===== config.mk =====
export PLATFORM = sky130hd
export DESIGN_NAME = terminal_escape_key_decoder_top
export DESIGN_NICKNAME = d
export VERILOG_FILES = /design/src/rtl/tekd_pkg.sv /design/src/rtl/tekd_step.sv /design/src/rtl/terminal_escape_key_decoder_top.sv
export SDC_FILE = /design/constraint.sdc
export NUM_CORES = 1
export LEC_CHECK = 0
export BUFFER_PORTS_ARGS = -buffer_cell sky130_fd_sc_hd__buf_4
export CAP_MARGIN = 10
export CELL_PAD_IN_SITES_DETAIL_PLACEMENT = 1
export CELL_PAD_IN_SITES_GLOBAL_PLACEMENT = 1
export CORE_MARGIN = 1.5
export CORE_UTILIZATION = 30
export DETAILED_ROUTE_END_ITERATION = 16
export PLACE_DENSITY = 0.63
export SYNTH_ARGS = -nofsm -noshare
export SYNTH_HDL_FRONTEND = slang
export SYNTH_HIERARCHICAL = 1
export SYNTH_SLANG_ARGS = --single-unit

===== constraint.sdc =====
create_clock -name clk -period 5.2 [get_ports clk]
set_input_delay 0.78 -clock clk [delete_from_list [all_inputs] [get_ports clk]]
set_output_delay 0.78 -clock clk [all_outputs]
set_load 0.005 [all_outputs]

===== src/rtl/tekd_pkg.sv =====
// Shared types and constants for the terminal escape key decoder.
// Holds the phase codes, key codes, character constants and the state and result structs.
// No dependencies.
`timescale 1ns / 1ps
`default_nettype none

package tekd_pkg;

  // Parse phase codes.
  localparam logic [3:0] PH_IDLE      = 4'd0;
  localparam logic [3:0] PH_AFTER_ESC = 4'd1;
  localparam logic [3:0] PH_PREFIXED  = 4'd2;
  localparam logic [3:0] PH_SWALLOW   = 4'd3;
  localparam logic [3:0] PH_ONE       = 4'd4;
  localparam logic [3:0] PH_ONE_FIVE  = 4'd5;
  localparam logic [3:0] PH_FORM_END  = 4'd6;
  localparam logic [3:0] PH_MOUSE_B   = 4'd7;
  localparam logic [3:0] PH_MOUSE_C   = 4'd8;
  localparam logic [3:0] PH_MOUSE_R   = 4'd9;

  // Key codes.
  localparam logic [3:0] K_PLAIN   = 4'd0;
  localparam logic [3:0] K_ESC     = 4'd1;
  localparam logic [3:0] K_UP      = 4'd2;
  localparam logic [3:0] K_DOWN    = 4'd3;
  localparam logic [3:0] K_LEFT    = 4'd4;
  localparam logic [3:0] K_RIGHT   = 4'd5;
  localparam logic [3:0] K_PGUP    = 4'd6;
  localparam logic [3:0] K_PGDN    = 4'd7;
  localparam logic [3:0] K_HOME    = 4'd8;
  localparam logic [3:0] K_END     = 4'd9;
  localparam logic [3:0] K_INS     = 4'd10;
  localparam logic [3:0] K_DEL     = 4'd11;
  localparam logic [3:0] K_MOUSE   = 4'd12;
  localparam logic [3:0] K_UNKNOWN = 4'd13;

  // Character constants.
  localparam logic [7:0] CH_ESC    = 8'h1B;
  localparam logic [7:0] CH_LBRACK = 8'h5B;  // '['
  localparam logic [7:0] CH_O      = 8'h4F;  // 'O'
  localparam logic [7:0] CH_SPACE  = 8'h20;  // ' '
  localparam logic [7:0] CH_BANG   = 8'h21;  // '!'
  localparam logic [7:0] CH_M      = 8'h4D;  // 'M'
  localparam logic [7:0] CH_1      = 8'h31;
  localparam logic [7:0] CH_2      = 8'h32;
  localparam logic [7:0] CH_3      = 8'h33;
  localparam logic [7:0] CH_4      = 8'h34;
  localparam logic [7:0] CH_5      = 8'h35;
  localparam logic [7:0] CH_6      = 8'h36;
  localparam logic [7:0] CH_0      = 8'h30;

  localparam logic [15:0] CNT_MAX = 16'hFFFF;
  localparam logic [15:0] TIMEOUT_RESET = 16'd100;

  typedef struct packed {
    logic [3:0]  phase;
    logic [15:0] wait_cnt;
    logic [3:0]  pending_key;
    logic [7:0]  second_digit;
    logic [8:0]  mouse_button;
    logic [8:0]  mouse_column;
  } tekd_state_t;

  typedef struct packed {
    logic        valid;
    logic [3:0]  key_code;
    logic [7:0]  plain_byte;
    logic [8:0]  mouse_button;
    logic [8:0]  mouse_column;
    logic [8:0]  mouse_row;
  } tekd_result_t;

endpackage

`default_nettype wire


===== src/rtl/tekd_step.sv =====
// Next-state and result logic of the escape key decoder for one byte or tick.
// Purely combinational; depends on tekd_pkg.
`timescale 1ns / 1ps
`default_nettype none

module tekd_step
  import tekd_pkg::*;
(
  input  wire tekd_state_t  state,
  input  wire logic         mode,
  input  wire logic [7:0]   data_byte,
  input  wire logic [15:0]  timeout,
  output tekd_state_t       state_nxt,
  output tekd_result_t      result
);

  logic [15:0] cnt_inc;
  logic [3:0]  letter_key;

  // Key selected by a letter after ESC or the prefix.
  always_comb begin
    case (data_byte)
      8'h41, 8'h69:              letter_key = K_UP;     // 'A' 'i'
      8'h42:                     letter_key = K_DOWN;   // 'B'
      8'h44:                     letter_key = K_LEFT;   // 'D'
      8'h43:                     letter_key = K_RIGHT;  // 'C'
      8'h49, 8'h56, 8'h53, 8'h76: letter_key = K_PGUP;  // 'I' 'V' 'S' 'v'
      8'h47, 8'h55, 8'h54:       letter_key = K_PGDN;   // 'G' 'U' 'T'
      8'h48:                     letter_key = K_HOME;   // 'H'
      8'h46, 8'h59:              letter_key = K_END;    // 'F' 'Y'
      default:                   letter_key = K_UNKNOWN;
    endcase
  end

  assign cnt_inc = (state.wait_cnt != CNT_MAX) ? state.wait_cnt + 16'd1 : state.wait_cnt;

  always_comb begin
    state_nxt = state;
    result    = '0;
    if (mode) begin
      // Ticks only count while waiting for the byte after ESC.
      if (state.phase == PH_AFTER_ESC) begin
        state_nxt.wait_cnt = cnt_inc;
        if (cnt_inc >= timeout) begin
          result.valid      = 1'b1;
          result.key_code   = K_ESC;
          result.plain_byte = CH_ESC;
          state_nxt.phase   = PH_IDLE;
        end
      end
    end else begin
      unique case (state.phase)
        PH_IDLE: begin
          if (data_byte == CH_ESC) begin
            state_nxt.phase    = PH_AFTER_ESC;
            state_nxt.wait_cnt = '0;
          end else begin
            result.valid      = 1'b1;
            result.key_code   = K_PLAIN;
            result.plain_byte = data_byte;
          end
        end
        PH_AFTER_ESC, PH_PREFIXED: begin
          if (state.phase == PH_AFTER_ESC &&
              (data_byte == CH_LBRACK || data_byte == CH_O)) begin
            state_nxt.phase = PH_PREFIXED;
          end else begin
            state_nxt.phase = PH_IDLE;
            case (data_byte)
              CH_2: begin
                state_nxt.pending_key = K_INS;
                state_nxt.phase       = PH_SWALLOW;
              end
              CH_3: begin
                state_nxt.pending_key = K_DEL;
                state_nxt.phase       = PH_SWALLOW;
              end
              CH_4: begin
                state_nxt.pending_key = K_END;
                state_nxt.phase       = PH_SWALLOW;
              end
              CH_5: begin
                state_nxt.pending_key = K_PGUP;
                state_nxt.phase       = PH_SWALLOW;
              end
              CH_6: begin
                state_nxt.pending_key = K_PGDN;
                state_nxt.phase       = PH_SWALLOW;
              end
              CH_1: state_nxt.phase = PH_ONE;
              CH_M: state_nxt.phase = PH_MOUSE_B;
              default: begin
                result.valid    = 1'b1;
                result.key_code = letter_key;
              end
            endcase
          end
        end
        PH_SWALLOW: begin
          result.valid    = 1'b1;
          result.key_code = state.pending_key;
          state_nxt.phase = PH_IDLE;
        end
        PH_ONE: begin
          if (data_byte == CH_5) begin
            state_nxt.phase = PH_ONE_FIVE;
          end else begin
            result.valid    = 1'b1;
            result.key_code = K_HOME;
            state_nxt.phase = PH_IDLE;
          end
        end
        PH_ONE_FIVE: begin
          state_nxt.second_digit = data_byte;
          state_nxt.phase        = PH_FORM_END;
        end
        PH_FORM_END: begin
          result.valid = 1'b1;
          if (state.second_digit == CH_0) begin
            result.key_code = K_PGUP;
          end else if (state.second_digit == CH_4) begin
            result.key_code = K_PGDN;
          end else begin
            result.key_code = K_HOME;
          end
          state_nxt.phase = PH_IDLE;
        end
        PH_MOUSE_B: begin
          state_nxt.mouse_button = {1'b0, data_byte} - {1'b0, CH_SPACE};
          state_nxt.phase        = PH_MOUSE_C;
        end
        PH_MOUSE_C: begin
          state_nxt.mouse_column = {1'b0, data_byte} - {1'b0, CH_BANG};
          state_nxt.phase        = PH_MOUSE_R;
        end
        PH_MOUSE_R: begin
          result.valid        = 1'b1;
          result.key_code     = K_MOUSE;
          result.mouse_button = state.mouse_button;
          result.mouse_column = state.mouse_column;
          result.mouse_row    = {1'b0, data_byte} - {1'b0, CH_BANG};
          state_nxt.phase     = PH_IDLE;
        end
        default: begin
          state_nxt.phase = PH_IDLE;
        end
      endcase
    end
  end

endmodule

`default_nettype wire


===== src/rtl/terminal_escape_key_decoder_top.sv =====
// Top level of the terminal escape key decoder: input register, phase state, result register.
// Depends on tekd_pkg and tekd_step.
`timescale 1ns / 1ps
`default_nettype none

// The decoder takes one word per cycle while in_tready is high, either a received terminal
// byte (tuser 0) or one timer tick (tuser 1), and returns at most one decoded key word for
// it. Throughput is one word per clock while the output is not stalled. A word passes the input
// register, the combinational phase logic and the result register. The result register lets a
// new word enter while a finished key waits to be taken. The escape timeout is written through
// cfg_wr_en and cfg_wr_data and should only change while no sequence is in progress.
module terminal_escape_key_decoder_top
  import tekd_pkg::*;
(
  input  wire logic        clk,
  input  wire logic        rst_n,
  input  wire logic        cfg_wr_en,
  input  wire logic [15:0] cfg_wr_data,
  input  wire logic        in_tvalid,
  output logic             in_tready,
  input  wire logic [7:0]  in_tdata,   // [7:0] data_byte
  input  wire logic [0:0]  in_tuser,   // [0] mode
  output logic             out_tvalid,
  input  wire logic        out_tready,
  // [3:0] key_code, [11:4] plain_byte, [20:12] mouse_button, [29:21] mouse_column,
  // [38:30] mouse_row, [39] zero
  output logic [39:0]      out_tdata
);

  logic [15:0]  timeout_r;
  logic         in_valid_r;
  logic         in_mode_r;
  logic [7:0]   in_byte_r;
  tekd_state_t  state_r;
  tekd_state_t  state_nxt;
  tekd_result_t step_res;
  logic         out_valid_r;
  tekd_result_t out_res_r;
  logic         consume;

  assign consume   = in_valid_r && (!out_valid_r || out_tready);
  assign in_tready = !in_valid_r || consume;

  always_ff @(posedge clk) begin
    if (!rst_n) begin
      timeout_r <= TIMEOUT_RESET;
    end else if (cfg_wr_en) begin
      timeout_r <= cfg_wr_data;
    end
  end

  always_ff @(posedge clk) begin
    if (!rst_n) begin
      in_valid_r <= 1'b0;
    end else if (in_tready) begin
      in_valid_r <= in_tvalid;
    end
  end

  always_ff @(posedge clk) begin
    if (in_tvalid && in_tready) begin
      in_mode_r <= in_tuser[0];
      in_byte_r <= in_tdata;
    end
  end

  tekd_step u_step (
    .state     (state_r),
    .mode      (in_mode_r),
    .data_byte (in_byte_r),
    .timeout   (timeout_r),
    .state_nxt (state_nxt),
    .result    (step_res)
  );

  always_ff @(posedge clk) begin
    if (!rst_n) begin
      state_r <= '0;
    end else if (consume) begin
      state_r <= state_nxt;
    end
  end

  always_ff @(posedge clk) begin
    if (!rst_n) begin
      out_valid_r <= 1'b0;
    end else if (consume) begin
      out_valid_r <= step_res.valid;
    end else if (out_tready) begin
      out_valid_r <= 1'b0;
    end
  end

  always_ff @(posedge clk) begin
    if (consume) begin
      out_res_r <= step_res;
    end
  end

  assign out_tvalid = out_valid_r;
  assign out_tdata  = {1'b0, out_res_r.mouse_row, out_res_r.mouse_column,
                       out_res_r.mouse_button, out_res_r.plain_byte, out_res_r.key_code};

  // The mouse fields carry data only in a mouse result.
  a_mouse_fields_zero: assert property (@(posedge clk) disable iff (!rst_n)
    out_valid_r && out_res_r.key_code != K_MOUSE |->
      out_res_r.mouse_button == '0 && out_res_r.mouse_column == '0 &&
      out_res_r.mouse_row == '0)
    else $error("mouse fields set in a non-mouse result");

  // A tick outside the wait after ESC leaves the parser untouched.
  a_tick_ignored: assert property (@(posedge clk) disable iff (!rst_n)
    consume && in_mode_r && state_r.phase != PH_AFTER_ESC |=> state_r == $past(state_r))
    else $error("ignored tick changed the parser state");

  // A tick never yields a key other than the lone escape.
  a_tick_result: assert property (@(posedge clk) disable iff (!rst_n)
    consume && in_mode_r && step_res.valid |-> step_res.key_code == K_ESC)
    else $error("tick produced a key other than escape");

  // Every emitted key returns the parser to idle.
  a_result_idle: assert property (@(posedge clk) disable iff (!rst_n)
    consume && step_res.valid |=> state_r.phase == PH_IDLE)
    else $error("parser not idle after a result");

endmodule

`default_nettype wire

==> results of run 1 <==
kinds of logic (layout without fill, tap and decap cells):
logic type | Yosys count | in the layout | share of synthesized area (%)
buffers and inverters | 73 | 129 | 6.01
other | 1 | 1 | 0.0547
xor gates and xnor gates | 20 | 20 | 2.56
AOI/OAI and AO/OA | 111 | 111 | 9.97
muxes | 76 | 76 | 11.3
and+or+nand+nor | 350 | 350 | 24.8
DFF | 116 | 116 | 40.9
adders and majority gates | 24 | 24 | 4.38
area by class of cell:
type | instances | area, sq um
fill | 2630 | 14500
multi-input combinational | 582 | 3650
sequential | 116 | 2800
inverter | 22 | 82.6
tap | 285 | 357
timing repair buffer | 75 | 576
clock buffer | 18 | 429
clock inverter | 14 | 126
worst max-delay path, stage by stage, from the launching register on:
cell	delay, ps
dfxtp_1	460
ha_1	300
nand4_4	160
nor4_2	620
nor2_1	270
nand3_1	200
xnor2_1	140
ha_1	270
a21oi_1	140
o21ai_0	120
a2111oi_0	440
a211oi_1	180
o21ai_0	190
buf_4	180
o221ai_1	130
layer usage:
| metal | vias to the layer above | wire length (um) | part of all wire [%] |
|---|---|---|---|
| met5 | - | 0 | 0 |
| met4 | 0 | 186 | 1.1 |
| met3 | 13 | 414 | 2.3 |
| met2 | 74 | 8100 | 46 |
| met1 | 2664 | 8950 | 51 |
| li1 | 2777 | - | - |
registers in the layout (all words and copies together) (netlist names):
name	cells
in_valid_r	1
in_mode_r	1
timeout_r	16
state_r	50
out_tvalid	1
in_byte_r	8
out_tdata	39
synth_stat cells (all sizes together) (5+ instances only):
library cell,number,area share (%)
nand2b,12,1.1
nand3,13,1.0
nand4,5,0.68
o21ai,44,3.2
xnor2,13,1.7
nand2,175,9.6
nor3,10,0.73
mux2i,67,9.8
dfxtp,68,20
o31ai,5,0.55
xor2,7,0.89
and2,6,0.55
a21oi,23,1.7
buf,25,3.4
nor4,8,0.91
nor2,45,2.6
mux2,9,1.5
inv,22,1.2
clkbuf,26,1.4
or4,6,0.71
ha,24,4.4
a31oi,6,0.55
nor2b,30,2.9
edfxtp,48,21
and3,25,2.3
worst paths after layout:
path | to | slack, ps | depth (start not counted)
setup / recovery | out_tdata[0] | 1130 | 14
hold / removal | state_r[2] | 470 | 2
setup reg to reg | out_tdata[0] | 1130 | 14
hold reg to reg | state_r[2] | 470 | 2
stage by stage:
stage | instances | area (sq um) | worst slack, ps | utilization (%) | total power [W]
after floorplan | 771 | 6850 | 1640 | - | 0.00111
after global placement | 1080 | 7460 | 1230 | 33.2 | 0.00116
after detailed placement | 1080 | 7460 | 1160 | 33.2 | 0.00116
after CTS | 1112 | 8020 | 1090 | 35.6 | 0.00231
after global routing | 1112 | 8020 | 754 | 35.6 | 0.00237
final | 1112 | 8020 | 1130 | 35.6 | 0.00227
power by group through the flow:
stage                     registers [W]  logic (W)  clock network, W
after detailed placement        0.00101   0.000150                 0
after global placement          0.00101   0.000149                 0
after global routing           0.000993   0.000164           0.00121
after floorplan                0.000994   0.000115                 0
after CTS                      0.000990   0.000151           0.00117
final                          0.000989   0.000148           0.00113
==> qor.yml, run 1 <==
setup_viol: 0
dp_hpwl_mm: 12.0
yosys_warnings: 6
grt_use_total_pct: 15.7
synth-seq-cells: 116
p_sw_share_pct: 25.5
area_growth_pct: 17.1
leakage_nw: 3.16
cts_hold_buf: 0
hold_ws_ps: 472
end_kind: "register"
gp_congestion: 0.772
seq_power_share_pct: 43.6
viasPerCell: 4.97
drv_slew: 0
switching_power_w: 0.000579
coreArea_sq_um: 22500
syn_inst: 771
numCtsBuffers: 17
ys.flop_type: "dfxtp_1"
via_count: 5528
final_common_cell: "nand2_1"
root_buffer: "clkbuf_16"
grt_pass1_wl_mm: 29.4
path_clk_slew_ps: 60
dieWidth_um: 154
drive_above_1_share_pct: 15.1
rsz0062_at_grt: "no"
met3_usage_pct: 3.64
start_util_pct: 30.4
diodes: 0
final_cell_mix: "nand2_1, buf_4, dfxtp_1"
worstMarginPinSlew_ps: 1000
firstDrtPassIters: 7
path_max_fanout: 7
clock_power_share_pct: 49.9
pwr-share-comb_pct: 6.5
grt_pass1_vias: 5542
wire_per_inst_um: 15.9
post-cts-setup-buffers: 0
hold_path_class: "register to register"
final_antenna_net_count: 0
ys_types: 66
fp.dieH_um: 154
syn_area_per_cell_sq_um: 8.88
finalWirelength_mm: 17.6
ios: 72
cp-startpoint: "state_r[30]"
maxSlewHeadroom_pct: 33.1
crit_type: "register to register"
vdd_drop_max_mv: 0.195
cts_max_level: 4
initialDrtViolationCount: 233
fmax_mhz: 246
p_int_w: 0.00169
grt_overflow: 0
arrival_ps: 4220
skew_ps: 9.27
p_per_area_nw_per_um2: 283
netlist_area_sq_um: 6850
fin_nets: 868
cts_buffer_depth: 2
tns_ps: 0
top_usage_layer: "met2"
fin_crit_sh_pct: 78.3
dieArea_sq_um: 23700
synth-seq-area-share_pct: 40.9
min_period_ps: 4070
antenna_found_initial: 0
syn_nets: 825
cp.required_ps: 5340
use_met2_pct: 25.2
io_buffer_count: 70
outcome: "completed"
max_cap_violations: 0
r2r_start: "state_r[30]"
synthArstFlopShare_pct: 0
rows: 55
cts.sinks: 116
cts_tree: "built"
grt_max_degree: 69
clock_latency_ps: 420
ctsResizeCount: 0
synth_edf_count: 48
min_from: "state_r[2]"
start_kind: "register"
drcViolationCount: 0
use_met1_pct: 21.1
hold_violations: 0
Note: power is estimated with default switching activity, not from simulation.
==> run 2, diff against run 1 <==
PLACE_DENSITY = 0.65   (was 0.63)
clock period = 3.4 ns   (was 5.2 ns; I/O delays follow)
==> qor.yml, run 2 (synthesized netlist as in run 1, its figures left out) <==
outcome: "complete, but fails checks"
violations: "negative setup slack"
gp_congestion: 0.775  # +0.41%
finalWirelength_mm: 18.5  # +4.8%
viasPerCell: 4.98  # +0.15%
fin_nets: 922  # +6.2%
dp_slack_ps: -148  # -1300 ps
cp.required_ps: 3680  # -1660 ps
drive_above_1_share_pct: 22.1  # +7.0 points
cp_slowest_cell: "or4_4"
cts.sinks: 116  # unchanged
start_kind: "register"
total_power_w: 0.00350  # +54%
arrival_ps: 3690  # -530 ps
setup_viol: 1  # +1
r2r_slack_ps: -8  # -1140 ps
hold_ws_ps: 260  # -212 ps
area_growth_pct: 25.2
root_buffer: "clkbuf_16"
maxSlewHeadroom_pct: 24.2  # -8.8 points
grt_pass1_wl_mm: 29.8  # +1.4%
crit_family: "simple AND/OR/NAND/NOR gates"
via_count: 5805  # +5.0%
grt_pass1_vias: 5701  # +2.9%
hold_path_class: "primary input to register"
antenna_found_initial: 0  # unchanged
crit_type: "register to register"
min_period_ps: 3410  # -663 ps
fp.dieH_um: 154  # unchanged
dieArea_sq_um: 23700  # unchanged
drv_slew: 0  # unchanged
r2r_end: "state_r[46]"
coreArea_sq_um: 22500  # unchanged
clock_latency_ps: 420  # about the same
fmax_mhz: 293  # +19%
numCtsBuffers: 17  # unchanged
skew_ps: 12.4  # +3.15 ps
dp_hpwl_mm: 12.5  # +4.7%
vdd_drop_max_mv: 0.275  # +41%
reg2regPathDepth: 18  # +4
grt_overflow: 0  # unchanged
diodes: 0  # unchanged
path_max_fanout: 4  # -3
crit_cells: 18  # +4
crit_path_max_incr_delay_ps: 510  # -110 ps
grt_use_total_pct: 15.9  # +0.23 points
ios: 72  # unchanged
end_kind: "register"
dieWidth_um: 154  # unchanged
max_cap_violations: 0  # unchanged
r2r_start: "state_r[31]"
path_cells: "ha_4 > nand4_4 > buf_6 > nor4_4 > buf_4 > buf_6 > nor2_4 > xor2_2 > ha_1 > o21a_1 > nor2_1 > or4_4 > a211oi_2 > buf_4 > o21ai_2 > a32o_2 > nand2_1 > mux2i_1"
initialDrtViolationCount: 278  # +19%
cts_buffer_depth: 2  # unchanged
p_per_area_nw_per_um2: 408  # +44%
tns_ps: -8.24  # -8.24 ps
regMostFlops: "state_r"
cts_tree: "built"
cts_max_level: 4  # unchanged
start_util_pct: 30.4  # unchanged
io_buffer_count: 70  # unchanged
fin_crit_sh_pct: 100  # +22 points
final_common_cell: "nand2_1"
final_cell_mix: "nand2_1, buf_4, mux2i_1"
rsz0062_at_grt: "yes"
firstDrtPassIters: 7  # unchanged
cp-startpoint: "state_r[31]"
worstMarginPinSlew_ps: 1140  # +135 ps
crit_end: "state_r[46]"
critical_path_buf_inv_count: 4  # +3
drcViolationCount: 0  # unchanged
hold_violations: 0  # unchanged
grt_max_degree: 119  # +72%
final_antenna_net_count: 0  # unchanged
leakage_nw: 3.47  # +9.9%
wire_per_inst_um: 15.9  # about the same
rows: 55  # unchanged
path_clk_slew_ps: 60  # about the same
finalWorstSetupSlack_ps: -8.24  # -1140 ps
cts_hold_buf: 0  # unchanged
largest_register_ffs: 50  # unchanged
==> run 2: cell count changes in the layout (fill, tap and decap cells not counted), sizes merged <==
cell      before  now
buf           75  129
bufinv         1    2
clkbuf        18   20
clkinv         3    5
clkinvlp       5    4
inv           27   23
==> run 2: final cells by class <==
| cell class | count | area (sq um) |
|---|---|---|
| clock inverter | 12 | 133 |
| clock buffer | 20 | 437 |
| fill | 2612 | 13900 |
| tap | 285 | 357 |
| sequential | 116 | 2810 |
| multi-input combinational | 582 | 3760 |
| inverter | 22 | 82.6 |
| timing repair buffer | 129 | 996 |
==> run 2: worst min path at each step <==
| stage | start | slack, ps | end | cells past startpoint |
|---|---|---|---|---|
| 2_1_floorplan | state_r[38] | 430 | state_r[38] | 2 |
| 3_3_place_gp | state_r[12] | 450 | state_r[12] | 2 |
| 3_5_place_dp | state_r[12] | 460 | state_r[12] | 2 |
| 4_1_cts | in_tdata[3] | 240 | in_byte_r[3] | 1 |
| 5_1_grt | in_tdata[2] | 240 | in_byte_r[2] | 1 |
| 6_report | in_tdata[0] | 260 | in_byte_r[0] | 1 |
==> run 2: timing repair <==
item	in CTS	in global routing
endpoints found under the hold margin	0	0
setup endpoints to repair	7	7
resized for setup	4	30
buffers inserted	0	6
cloned	0	0
pin swaps	4	15
==> run 2: metal layers <==
layer | GRT usage, % | vias up | wire length [um]
met5 | 0 | - | 0
met3 | 3.27 | 16 | 558
li1 | - | 2883 | -
met4 | 5.36 | 0 | 217
met2 | 25.8 | 97 | 8610
met1 | 21.0 | 2809 | 9100
==> run 2: report_power, final <==
group	internal, W	leakage, nW	switching [W]
combinational	0.000107	2.15	0.000144
sequential	0.00148	1.06	0.0000240
clock	0.00108	0.262	0.000667
total	0.00266	3.47	0.000835
==> run 2: stage by stage <==
stage | cell area, sq um | instances | utilization, %
6_report | 8570 | 1166 | 38.1
2_1_floorplan | 6860 | 771 | -
3_5_place_dp | 7830 | 1128 | 34.8
5_1_grt | 8570 | 1166 | 38.1
3_3_place_gp | 7830 | 1128 | 34.8
4_1_cts | 8410 | 1160 | 37.4
